--- config.mk ---
export PLATFORM = sky130hd
export DESIGN_NAME = lcd_test_pattern_generator_core
export DESIGN_NICKNAME = d
export VERILOG_FILES = /design/src/hdl/lcdtpg_pkg.sv /design/src/hdl/lcd_test_pattern_generator_core.sv
export SDC_FILE = /design/constraint.sdc
export NUM_CORES = 1
export LEC_CHECK = 0
export BUFFER_PORTS_ARGS = -buffer_cell sky130_fd_sc_hd__buf_2
export CAP_MARGIN = 25
export CORE_UTILIZATION = 70
export CTS_CLUSTER_DIAMETER = 40
export DETAILED_ROUTE_END_ITERATION = 8
export HOLD_SLACK_MARGIN = 0.06
export PLACE_DENSITY = 0.88
export REMOVE_ABC_BUFFERS = 1
export SLEW_MARGIN = 20
export SYNTH_ARGS = -nofsm -noshare
export SYNTH_HDL_FRONTEND = slang
export SYNTH_SLANG_ARGS = --single-unit
--- constraint.sdc ---
create_clock -name clk -period 17.4 [get_ports clk]
set_input_delay 3.48 -clock clk [delete_from_list [all_inputs] [get_ports clk]]
set_output_delay 3.48 -clock clk [all_outputs]
set_load 0.02 [all_outputs]
--- src/hdl/lcdtpg_pkg.sv ---
// ----------------------------------------------------------------------------
// LCD test pattern generator package
// Register map, pattern mode codes and colour constants.
// ----------------------------------------------------------------------------
package lcdtpg_pkg;

  localparam int SIZE_W  = 11;
  localparam int MODE_W  = 2;
  localparam int PIXEL_W = 16;
  localparam int ADDR_W  = 4;
  localparam int DATA_W  = 32;

  localparam logic [1:0] REG_MODE   = 2'd0;
  localparam logic [1:0] REG_WIDTH  = 2'd1;
  localparam logic [1:0] REG_HEIGHT = 2'd2;

  localparam logic [MODE_W-1:0] MODE_BARS   = 2'd0;
  localparam logic [MODE_W-1:0] MODE_GRAY   = 2'd1;
  localparam logic [MODE_W-1:0] MODE_BORDER = 2'd2;
  localparam logic [MODE_W-1:0] MODE_CHECK  = 2'd3;

  localparam logic [SIZE_W-1:0] RESET_WIDTH  = 11'd800;
  localparam logic [SIZE_W-1:0] RESET_HEIGHT = 11'd480;

  localparam logic [PIXEL_W-1:0] PIX_BLACK = 16'h0000;
  // 24-bit white truncated to RGB565
  localparam logic [PIXEL_W-1:0] PIX_WHITE = 16'hFFFF;

  localparam int GRAY_STEPS = 30;
  localparam int GRAY_BANDS = GRAY_STEPS + 1;

  function automatic logic [PIXEL_W-1:0] bar_color(input logic [2:0] band);
    logic [PIXEL_W-1:0] col;
    case (band)
      3'd0:    col = 16'hF800;
      3'd1:    col = 16'h07E0;
      3'd2:    col = 16'h001F;
      3'd3:    col = 16'hFFE0;
      3'd4:    col = 16'hF81F;
      3'd5:    col = 16'h07FF;
      3'd6:    col = PIX_WHITE;
      default: col = PIX_BLACK;
    endcase
    return col;
  endfunction

  function automatic logic [PIXEL_W-1:0] gray_level(input logic [4:0] band);
    logic [PIXEL_W-1:0] lvl;
    if (band == 5'd0) begin
      lvl = PIX_BLACK;
    end else if (band == 5'd31) begin
      lvl = PIX_WHITE;
    end else begin
      lvl = {band, 11'd0} + {5'd0, band, 6'd0} + {11'd0, band};
    end
    return lvl;
  endfunction

endpackage

--- src/hdl/lcd_test_pattern_generator_core.sv ---
// ----------------------------------------------------------------------------
// LCD test pattern generator core
// RGB565 raster pattern source with APB-style configuration.
// ----------------------------------------------------------------------------
// Each input transaction produces one pixel, in raster order, at one pixel per
// clock unless out_ready is low with the output register full; the result
// appears in the output register the cycle after acceptance, and the input stays
// ready while that register drains. Band boundaries are held as threshold
// registers recomputed whenever the width or height register is written, so each
// pixel costs only a bank of compares against the column and row counters. A set
// restart bit returns the raster to pixel zero before that pixel is produced.
module lcd_test_pattern_generator_core
  import lcdtpg_pkg::*;
#(
  parameter int COORD_BITS = 11
) (
  input  logic                clk,
  input  logic                rst_n,
  input  logic                psel,
  input  logic                penable,
  input  logic                pwrite,
  input  logic [ADDR_W-1:0]   paddr,
  input  logic [DATA_W-1:0]   pwdata,
  output logic [DATA_W-1:0]   prdata,
  output logic                pready,
  input  logic                in_valid,
  output logic                in_ready,
  input  logic                in_restart,
  output logic                out_valid,
  input  logic                out_ready,
  output logic [PIXEL_W-1:0]  out_pixel,
  output logic                out_line_end,
  output logic                out_frame_end
);

  localparam int CB  = COORD_BITS;
  localparam int EXT = (CB > SIZE_W) ? CB : SIZE_W;

  logic [MODE_W-1:0] mode_r;
  logic [SIZE_W-1:0] width_r;
  logic [SIZE_W-1:0] height_r;

  logic [CB-1:0] thr_col_r  [7];
  logic [CB-1:0] thr_row_r  [7];
  logic [CB-1:0] thr_gray_r [GRAY_BANDS];
  logic [CB-1:0] thr_col_nxt  [7];
  logic [CB-1:0] thr_row_nxt  [7];
  logic [CB-1:0] thr_gray_nxt [GRAY_BANDS];

  logic [CB-1:0] col_r, row_r, col_nxt, row_nxt;

  logic               out_valid_r;
  logic [PIXEL_W-1:0] pixel_r;
  logic               line_end_r, frame_end_r;

  logic              wr_en, ld_width, ld_height;
  logic [SIZE_W-1:0] w_src, h_src;
  logic [EXT-1:0]    w_src_ext, h_src_ext, w_cur_ext, h_cur_ext;
  logic [CB-1:0]     w_ld, h_ld, w_cur, h_cur, q8w, q8h, q32, margin;
  logic [CB+4:0]     span30;

  logic               in_fire;
  logic [CB-1:0]      c, r;
  logic               lend, fend, last_row;
  logic [2:0]         cband8, rband8;
  logic [4:0]         gband;
  logic [PIXEL_W-1:0] pix;

  // ---------------------------------------------------------------- config
  assign pready    = 1'b1;
  assign wr_en     = psel && penable && pwrite && pready;
  assign ld_width  = !rst_n || (wr_en && paddr[3:2] == REG_WIDTH);
  assign ld_height = !rst_n || (wr_en && paddr[3:2] == REG_HEIGHT);

  always_comb begin
    prdata = '0;
    unique case (paddr[3:2])
      REG_MODE:   prdata = DATA_W'(mode_r);
      REG_WIDTH:  prdata = DATA_W'(width_r);
      REG_HEIGHT: prdata = DATA_W'(height_r);
      default:    prdata = '0;
    endcase
  end

  always_ff @(posedge clk) begin
    if (!rst_n) begin
      mode_r   <= MODE_BARS;
      width_r  <= RESET_WIDTH;
      height_r <= RESET_HEIGHT;
    end else if (wr_en) begin
      unique case (paddr[3:2])
        REG_MODE:   mode_r   <= pwdata[MODE_W-1:0];
        REG_WIDTH:  width_r  <= pwdata[SIZE_W-1:0];
        REG_HEIGHT: height_r <= pwdata[SIZE_W-1:0];
        default:    ;
      endcase
    end
  end

  // thresholds: k*(W/8), k*(H/8), and margin + k*(W/32) for the gray ramp
  always_comb begin
    w_src     = rst_n ? pwdata[SIZE_W-1:0] : RESET_WIDTH;
    h_src     = rst_n ? pwdata[SIZE_W-1:0] : RESET_HEIGHT;
    w_src_ext = EXT'(w_src);
    h_src_ext = EXT'(h_src);
    w_ld      = w_src_ext[CB-1:0];
    h_ld      = h_src_ext[CB-1:0];
    q8w       = w_ld >> 3;
    q8h       = h_ld >> 3;
    q32       = w_ld >> 5;
    span30    = (CB+5)'(q32) * (CB+5)'(GRAY_STEPS);
    margin    = CB'(((CB+5)'(w_ld) - span30) >> 1);
    for (int k = 0; k < 7; k++) begin
      thr_col_nxt[k] = CB'((CB+3)'(q8w) * (CB+3)'(k + 1));
      thr_row_nxt[k] = CB'((CB+3)'(q8h) * (CB+3)'(k + 1));
    end
    for (int k = 0; k < GRAY_BANDS; k++) begin
      thr_gray_nxt[k] = CB'((CB+5)'(margin) + (CB+5)'(q32) * (CB+5)'(k));
    end
  end

  always_ff @(posedge clk) begin
    if (ld_width) begin
      thr_col_r  <= thr_col_nxt;
      thr_gray_r <= thr_gray_nxt;
    end
    if (ld_height) begin
      thr_row_r <= thr_row_nxt;
    end
  end

  // ---------------------------------------------------------------- raster
  assign in_ready = !out_valid_r || out_ready;
  assign in_fire  = in_valid && in_ready;

  always_comb begin
    w_cur_ext = EXT'(width_r);
    h_cur_ext = EXT'(height_r);
    w_cur     = w_cur_ext[CB-1:0];
    h_cur     = h_cur_ext[CB-1:0];
    c         = in_restart ? '0 : col_r;
    r         = in_restart ? '0 : row_r;
    lend      = ({1'b0, c} + 1'b1) >= {1'b0, w_cur};
    last_row  = ({1'b0, r} + 1'b1) >= {1'b0, h_cur};
    fend      = lend && last_row;

    cband8 = '0;
    rband8 = '0;
    gband  = '0;
    for (int k = 0; k < 7; k++) begin
      if (c >= thr_col_r[k]) cband8 = 3'(k + 1);
      if (r >= thr_row_r[k]) rband8 = 3'(k + 1);
    end
    for (int k = 0; k < GRAY_BANDS; k++) begin
      if (c >= thr_gray_r[k]) gband = 5'(k + 1);
    end

    case (mode_r)
      MODE_BARS:   pix = bar_color(cband8);
      MODE_GRAY:   pix = gray_level(gband);
      MODE_BORDER: pix = (c == '0 || lend || r == '0 || last_row) ? PIX_WHITE : PIX_BLACK;
      default:     pix = (cband8[0] ^ rband8[0]) ? PIX_WHITE : PIX_BLACK;
    endcase

    if (lend) begin
      col_nxt = '0;
      row_nxt = fend ? '0 : r + 1'b1;
    end else begin
      col_nxt = c + 1'b1;
      row_nxt = r;
    end
  end

  always_ff @(posedge clk) begin
    if (!rst_n) begin
      col_r       <= '0;
      row_r       <= '0;
      out_valid_r <= 1'b0;
    end else begin
      if (in_fire) begin
        col_r <= col_nxt;
        row_r <= row_nxt;
      end
      if (in_fire) begin
        out_valid_r <= 1'b1;
      end else if (out_ready) begin
        out_valid_r <= 1'b0;
      end
    end
  end

  always_ff @(posedge clk) begin
    if (in_fire) begin
      pixel_r     <= pix;
      line_end_r  <= lend;
      frame_end_r <= fend;
    end
  end

  assign out_valid     = out_valid_r;
  assign out_pixel     = pixel_r;
  assign out_line_end  = line_end_r;
  assign out_frame_end = frame_end_r;

`ifndef SYNTHESIS
  a_fire_fills_out: assert property (@(posedge clk) disable iff (!rst_n)
    in_fire |=> out_valid_r)
    else $error("accepted transaction did not reach the output register");

  a_frame_end_is_line_end: assert property (@(posedge clk) disable iff (!rst_n)
    out_valid_r |-> (!frame_end_r || line_end_r))
    else $error("frame end without line end");

  a_frame_wraps: assert property (@(posedge clk) disable iff (!rst_n)
    in_fire && fend |=> col_r == '0 && row_r == '0)
    else $error("raster did not wrap after frame end");

  a_column_steps: assert property (@(posedge clk) disable iff (!rst_n)
    in_fire && !lend |=> col_r == $past(c) + 1'b1 && row_r == $past(r))
    else $error("column counter did not advance");
`endif

endmodule

After elaboration in Yosys (flattened, before gate mapping):

Index checks and enable logic that the tools add are counted.

* register bits after elaboration: 508
* input bits: 44
* output and inout bits: 53

* $mul: 33
* bitwise gates (word level): 1
* order comparisons: 47
* equality and inequality tests: 11
* muxes and demuxes: 61
* $add $sub $neg: 37
* reductions and logical operators: 24

Operators with widths (number)
* $ge 11x11->1: 39
* $add 11x11->11: 14
* $mux 5: 30
* $pmux 16 s7: 1
* $add 11x10->11: 8
* $mul 6x4->10 const B: 8
* $mul 6x5->11 const B: 7
* $mux 11: 7
* $mux 16: 4
* $mul 6x3->9 const B: 6
* $pmux 16 s3: 1
* $add 11x9->11: 4
* $mul 8x3->11 const B: 4
* $mul 8x2->10 const B: 4
* $pmux 11 s3: 1
* $mul 6x2->8 const B: 4
* $add 11x1->12 const B: 2
* $ge 12x11->1: 2
* $add 11x1->11 const B: 2
* $add 11x8->11: 2
* $ge 11x10->1: 2
* $ge 11x8->1: 2
* $ge 11x9->1: 2
* $logic_not 11->1: 2
* 22 further kinds: 56

Longest topological paths before layout:

Gate-level depths: netlist (run 1).

* word-level depth: 38
* gate-level depth with buffers: 29

Least setup slack after synthesis (run 1):

No wires, ideal clock.

* kind: input -> register
* start point: input port paddr[2]
* end point: register width_r[8], in the netlist w_cur[8]
* cell stages on the path: 6
* setup time: 116 ps
* arrival: 12950 ps
* setup slack: 4333 ps
* cell sequence: nor2b_1 > clkbuf_1 > nand4_1 > nand2_1 > clkbuf_1 > a22o_1

* word-level cells in the longest chain between the ends: 2

Ends and longest elaborated chain
* start, declared: RTL line lcd_test_pattern_generator_core.sv:22 `input logic [ADDR_W-1:0] paddr,`
* $eq 2x1->1: RTL line lcd_test_pattern_generator_core.sv:91 `unique case (paddr[3:2])`
* $reduce_and 2->1 (no line)
* end signal, assigned: RTL line lcd_test_pattern_generator_core.sv:93 `REG_WIDTH: width_r <= pwdata[SIZE_W-1:0];`
* end, declared: RTL line lcd_test_pattern_generator_core.sv:40 `logic [SIZE_W-1:0] width_r;`

Every way passes these cells.
A chain may end at the register's enable or synchronous reset.

==> results by group, run 1 <==
Run status
  – Status: complete, no violations

Critical path
  – CP Data Arrival Time: 12540 ps
  – Critical path's slowest cell: xor2_2
  – Most frequent CP cell: inv_1
  – Crit path depth: 30
  – Maximum fanout along the worst path: 42
  – Critical path endpoint category: flop
  – Buf/Inv on CP: 9
  – Worst endpoint required time: 17760 ps
  – CP peak stage delay: 870 ps
  – Critical path startpoint category: input port
  – Critical path class: input port to flop
  – Reg2Reg Depth: 14
  – Cell family with most CP delay: adder cells

Timing
  – RSZ-0062 raised after global routing: false
  – Period utilization: 70.0%
  – Max-slew violations: 0
  – Final setup viols: 0
  – Max Clock Skew: 21.4 ps
  – Fmax achieved: 0.0821 GHz
  – Setup TNS: 0 ps
  – Hold Vio Cnt, Final: 0
  – Tmin final: 12180 ps
  – Actual slew at the worst max-slew pin: 1160 ps
  – Rel. slew slack: 22.8%

Placed design
  – PortBufs: 51
  – DP HPWL: 76600 um
  – Final GP Congestion: 1.00

Logic synthesis
  – Number of synthesized flops with an enable pin: 346
  – Warnings, synthesis: 0
  – Avg Cell Area, Syn: 9.78 um2
  – Post-synthesis sequential area ratio: 30.8%
  – FFs w/ async S/R, synth: 0%
  – Cell count after synthesis: 3758
  – Mapped Area: 36800 um2
  – Flops & latches, synth: 393
  – Ys flop type: edfxtp_1
  – Post-synthesis cell type count: 89

Clock network
  – CTS tree: yes
  – Longest Clk Path Bufs: 3
  – Clock Latency Late Sink: 640 ps
  – TritonCTS buffer count: 79
  – Htree depth: 3
  – Clk sinks: 393
  – CTS resizes: 0
  – Post-CTS Hold Buffers: 0
  – Post-CTS setup buffers: 0
  – Root Driver: clkbuf_16
  – Clock transition at the registers of the reported paths: 60 ps

Finish
  – Share of layout cells above drive strength 1: 6.99%
  – Syn-to-layout area delta: 10.4%
  – Fin nets: 4675

Floorplanning
  – Core Rows: 83
  – Initial core utilization: 71.2%
  – IO Count: 97
  – Die area: 53400 um2
  – Chip width: 231 um
  – Die height: 231 um
  – Core area: 51600 um2

Routing
  – Via Count: 30100
  – DRT Pass-1 Iters: 8
  – Routed WL: 110000 um
  – Routed Antenna Nets: 0
  – WL/cell: 23.9 um
  – Drt drc: 0
  – DR iter-0 viols: 3880
  – Vias per cell: 6.53

Global route
  – First-pass GRT wire length: 168000 um
  – Largest net degree at the start of global routing: 179
  – Gr usage total: 41.6%
  – Vias in the first global route: 30400
  – GRT overflow: 0
  – Initial antenna violation count: 2

Min path
  – WHS Path Cells: 2
  – Worst min path class: flop to flop

Run
  – Number of max-cap violations: 0
-- worst register-to-register path: stages, from the launching register on --
cell	delay [ps]
dfxtp_1	740
nand2b_2	580
inv_1	670
buf_4	530
nand4_1	220
xnor2_1	260
ha_1	280
a21o_1	160
a21oi_1	150
o21ai_0	90
o21ba_2	570
a41oi_1	450
nor2_1	440
a41o_1	370
nand2_1	90
-- path summary, 6_finish.rpt --
| path | start | endpoint | slack [ps] |
|---|---|---|---|
| worst max register to register | col_r[8]$_SDFFE_PN0P_ | out_pixel[11]$_DFFE_PP_ | 11510 |
| worst min-delay path | col_r[1]$_SDFFE_PN0P_ | col_r[1]$_SDFFE_PN0P_ | 510 |
| worst max-delay path | rst_n | thr_gray_r[21]$_DFFE_PP_ | 5220 |
| worst min register to register | col_r[1]$_SDFFE_PN0P_ | col_r[1]$_SDFFE_PN0P_ | 510 |
-- cell usage after synthesis (6+ instances only) --
library cell	number	area [um2]
a211oi_1	35	263
and3_1	7	43.8
o21bai_1	113	848
edfxtp_1	346	10400
mux2i_1	6	60.1
buf_2	15	75.1
a31o_2	12	105
a211o_1	10	87.6
nand4_1	19	119
xor2_1	80	701
nor2_1	171	642
nor3_1	26	130
inv_1	622	2330
o21a_1	22	165
a22o_1	16	140
dfxtp_1	47	941
a21o_1	74	556
o22ai_1	7	43.8
nand3_1	58	290
o2111ai_1	10	87.6
fa_1	143	2860
a31oi_1	26	163
clkbuf_1	35	131
nor4_1	9	56.3
a21boi_0	22	165
a2111oi_0	16	140
ha_1	619	7740
nand2b_1	44	275
buf_4	24	180
maj3_1	16	160
a21oi_1	292	1460
o31ai_1	10	75.1
nand2_1	199	747
nor3b_1	8	60.1
buf_1	6	22.5
o21ai_0	128	641
a22oi_1	28	210
xnor2_1	248	2170
o211ai_1	17	128
nor2b_1	62	388
a221oi_1	14	123
-- registers in the layout, summed over array words and instances (netlist names) --
name and count:
col_r 11, h_cur 11, mode_r 2, out_frame_end 1
out_line_end 1, out_pixel 16, out_valid 1, row_r 11
thr_col_r 35, thr_gray_r 258, thr_row_r 35, w_cur 11
-- kinds of logic (layout without fill, tap and decap cells) --
logic type	count (synthesis)	in the layout	synth area share (%)
multiplexers	6	6	0.163
other	2	23	0.0204
AND/OR/NAND/NOR	633	633	8.14
flip-flops	393	393	30.8
XOR/XNOR	328	328	7.82
adder cells (fa/ha/maj)	779	779	29.3
buffers and inverters	709	864	7.56
AO/OA/AOI/OAI	908	908	16.2
-- area by class of cell --
cell class	count	area (um2)
Clock inverter	59	617
Tap cell	680	851
Timing Repair Buffer	91	573
Inverter	628	2360
Multi-Input combinational cell	2676	22800
Sequential cell	393	11300
Antenna cell	1	2.50
Clock buffer	86	2020
Fill cell	2981	11000
-- layer usage --
| metal | track usage [%] | up-vias | routed length, um |
|---|---|---|---|
| met1 | 50.0 | 14100 | 38800 |
| met3 | 10.8 | 657 | 14100 |
| met5 | 0 | - | 0 |
| met2 | 64.1 | 2016 | 47500 |
| met4 | 31.9 | 0 | 10000 |
| li1 | - | 13300 | - |
-- cells in the final DEF, fill, tap and decap left out, types with 35 or more instances in the layout --
cell type and instances:
xor2_1 76, buf_4 37, buf_2 52, fa_1 143, nor2b_1 58, nor2_1 171
o21bai_1 113, dfxtp_1 47, a211oi_1 35, nand2_1 198, edfxtp_1 346, xnor2_1 246
a21o_1 74, clkbuf_16 80, nand3_1 58, a21oi_1 292, inv_1 622, nand2b_1 40
ha_1 619, o21ai_0 128
-- per-stage QoR --
stage          instances  util, %  hold WS (ps)  area [um2]  setup slack (ps)
2_1_floorplan       3697        -           458       36400              5700
3_3_place_gp        4466     73.5           484       37900              5020
3_5_place_dp        4467     73.5           490       37900              4910
4_1_cts             4612     78.6           499       40600              5560
5_1_grt             4613     78.6           536       40600              4810
6_report            4614     78.6           506       40600              5220
Power of run 1 is not shown: default switching activity piles up to over one toggle a cycle in this logic, so the estimate is an artifact.
==> inputs of run 2 (changes only) <==
--- a/config.mk
+++ b/config.mk
@@ -5,13 +5,14 @@
 export SDC_FILE = /design/constraint.sdc
 export NUM_CORES = 1
 export LEC_CHECK = 0
+export ABC_AREA = 1
 export BUFFER_PORTS_ARGS = -buffer_cell sky130_fd_sc_hd__buf_2
 export CAP_MARGIN = 25
-export CORE_UTILIZATION = 70
+export CORE_UTILIZATION = 59
 export CTS_CLUSTER_DIAMETER = 40
 export DETAILED_ROUTE_END_ITERATION = 8
 export HOLD_SLACK_MARGIN = 0.06
-export PLACE_DENSITY = 0.88
+export PLACE_DENSITY = 0.79
 export REMOVE_ABC_BUFFERS = 1
 export SLEW_MARGIN = 20
 export SYNTH_ARGS = -nofsm -noshare
==> constraint.sdc (replaced) <==
create_clock -name clk -period 10.9 [get_ports clk]
set_input_delay 2.18 -clock clk [delete_from_list [all_inputs] [get_ports clk]]
set_output_delay 2.18 -clock clk [all_outputs]
set_load 0.02 [all_outputs]
==> results by group, run 2 <==
Finish
  – Syn-to-layout area delta: 11.7%
  – Diode count: 0
  – Most frequent cells in the layout: 856 x inv_1, 619 x ha_1, 504 x nand2_1
  – Max reg flops: 258
  – Share of layout cells above drive strength 1: 6.80%
  – Biggest register: thr_gray_r
  – Largest regs: thr_gray_r x258, thr_col_r x35, thr_row_r x35
  – Most common cell after layout, fill and taps aside: inv_1
  – Fin nets: 5130

Logic synthesis
  – Top cells by count, synth: 860 x inv_1, 619 x ha_1, 505 x nand2_1
  – Avg Cell Area, Syn: 8.92 um2
  – Flops & latches, synth: 393
  – Post-synthesis cell type count: 74
  – Synth top area cells: edfxtp_1 28%, ha_1 21%, inv_1 8.7%
  – Warnings, synthesis: 0
  – Synth top area share: 27.8%
  – Ys flop type: edfxtp_1
  – Largest area contributor in the netlist: edfxtp_1
  – Top-count cell post-synth: inv_1
  – Cell count after synthesis: 4181
  – Mapped Area: 37300 um2
  – FFs w/ async S/R, synth: 0%
  – Post-synthesis sequential area ratio: 30.4%
  – Number of synthesized flops with an enable pin: 346

Power and ir drop
  – Part of the power in the clock network: 17.7%
  – Combinational power share: 60.8%
  – Leak: 21.3 nW
  – Register share of total power: 21.5%
  – Tot Pwr: 15.1 mW
  – P_sw: 6.81 mW
  – Internal: 8.29 mW
  – Switch share: 45.1%
  – PD cells: 362 nW/um2
  – Max IR drop VDD: 0.000427 V

Critical path
  – CP Data Arrival Time: 10010 ps
  – Reg2reg start: col_r[0]$_SDFFE_PN0P_
  – Critical path startpoint category: input port
  – CP endpoint: thr_gray_r[21]$_DFFE_PP_
  – R2R Setup Slk: 5920 ps
  – Critical path's slowest cell: fa_1
  – Setup crit start: rst_n
  – Critical path class: input port to flop
  – Worst endpoint required time: 11250 ps
  – Maximum fanout along the worst path: 27
  – Reg2Reg Depth: 39
  – Critical path endpoint category: flop
  – Reg2Reg Capture Point: out_pixel[11]$_DFFE_PP_
  – CP peak stage delay: 670 ps

Timing
  – Rel. slew slack: 24.4%
  – Actual slew at the worst max-slew pin: 1130 ps
  – Final setup viols: 0
  – Tmin final: 9650 ps
  – Max Clock Skew: 33.5 ps
  – RSZ-0062 raised after global routing: false
  – Fmax achieved: 0.104 GHz
  – Period utilization: 88.6%
  – Hold Vio Cnt, Final: 0
  – Max-slew violations: 0
  – Setup TNS: 0 ps
  – Setup ws final: 1250 ps

Clock network
  – TritonCTS buffer count: 83
  – Clk sinks: 393
  – Htree depth: 3
  – Post-CTS Hold Buffers: 0
  – Root Driver: clkbuf_16
  – CTS resizes: 0
  – Longest Clk Path Bufs: 3
  – Clock Latency Late Sink: 650 ps
  – Clock transition at the registers of the reported paths: 50 ps
  – Post-CTS setup buffers: 0
  – CTS tree: yes

Floorplanning
  – IO Count: 97
  – Initial core utilization: 60.1%
  – Core area: 62100 um2
  – Die height: 253 um
  – Chip width: 253 um
  – Die area: 64200 um2
  – Core Rows: 91

Run
  – Number of max-cap violations: 0

Placed design
  – Final GP Congestion: 1.01
  – Pre-CTS setup slack: 783 ps
  – PortBufs: 51
  – DP HPWL: 77900 um

Routing
  – Vias per cell: 5.77
  – DR iter-0 viols: 2994
  – Routed Antenna Nets: 0
  – DRT Pass-1 Iters: 8
  – WL/cell: 20.7 um
  – Drt drc: 0
  – Via Count: 30200
  – Routed WL: 109000 um

Global route
  – Largest net degree at the start of global routing: 157
  – First-pass GRT wire length: 164000 um
  – Gr usage total: 34.2%
  – GRT overflow: 0
  – Initial antenna violation count: 1
  – Vias in the first global route: 29400

Min path
  – Worst min path class: flop to flop

Run status
  – Status: complete, no violations
## run 2: cell type report
cell class	count	area (um2)
multi-input combinational	2874	22400
fill	4757	20400
sequential	393	11300
inverter	867	3270
clock buffer	90	2130
tap	837	1050
clock inverter	66	842
timing repair buffer	105	693
## run 2: power by group through the flow
stage,registers (mW),clock network [mW],logic [mW]
global route,3.29,2.74,10.2
floorplan,3.21,0,6.78
global placement,3.23,0,8.52
detailed placement,3.25,0,8.88
CTS,3.23,2.68,9.05
finish,3.24,2.67,9.18
## run 2: stage by stage
stage	utilization, %	std cells	area, um2	hold slack [ps]
4_1_cts	67.1	5232	41700	463
6_report	67.1	5232	41700	465
3_5_place_dp	62.4	5076	38700	455
3_3_place_gp	62.3	5075	38700	453
5_1_grt	67.1	5232	41700	487
2_1_floorplan	-	4134	36900	445
## run 2: critical path, delay by kind of cell
family          cells  cell delay, ps
compound gates      4             560
xor+xnor            3             550
fa+ha+maj           8            3650
buf+inv            12            1770
simple gates        8            1270
## run 2: cells by family after synthesis
group           synth area share (%)
compound gates                  11.9
buf+inv                         10.0
other cells                   0.0201
simple gates                    11.9
fa+ha+maj                       28.5
flops                           30.4
xor+xnor                        7.42
## run 2: worst min-delay path by stage
stage / startpoint / slack, ps / to / cells past startpoint
floorplan: col_r[0]$_SDFFE_PN0P_ / 450 / col_r[0]$_SDFFE_PN0P_ / 2
global placement: row_r[0]$_SDFFE_PN0P_ / 450 / row_r[0]$_SDFFE_PN0P_ / 2
detailed placement: row_r[9]$_SDFFE_PN0P_ / 460 / row_r[9]$_SDFFE_PN0P_ / 2
CTS: row_r[9]$_SDFFE_PN0P_ / 460 / row_r[9]$_SDFFE_PN0P_ / 2
global route: row_r[9]$_SDFFE_PN0P_ / 490 / row_r[9]$_SDFFE_PN0P_ / 2
finish: row_r[9]$_SDFFE_PN0P_ / 470 / row_r[9]$_SDFFE_PN0P_ / 2
## run 2: per-layer routing
metal	track usage (%)	part of all wire, %
met1	44.0	39
met2	53.0	44
met3	6.75	10
met4	21.1	6.9
met5	0	0.022
(Power assumes the default switching activity.)
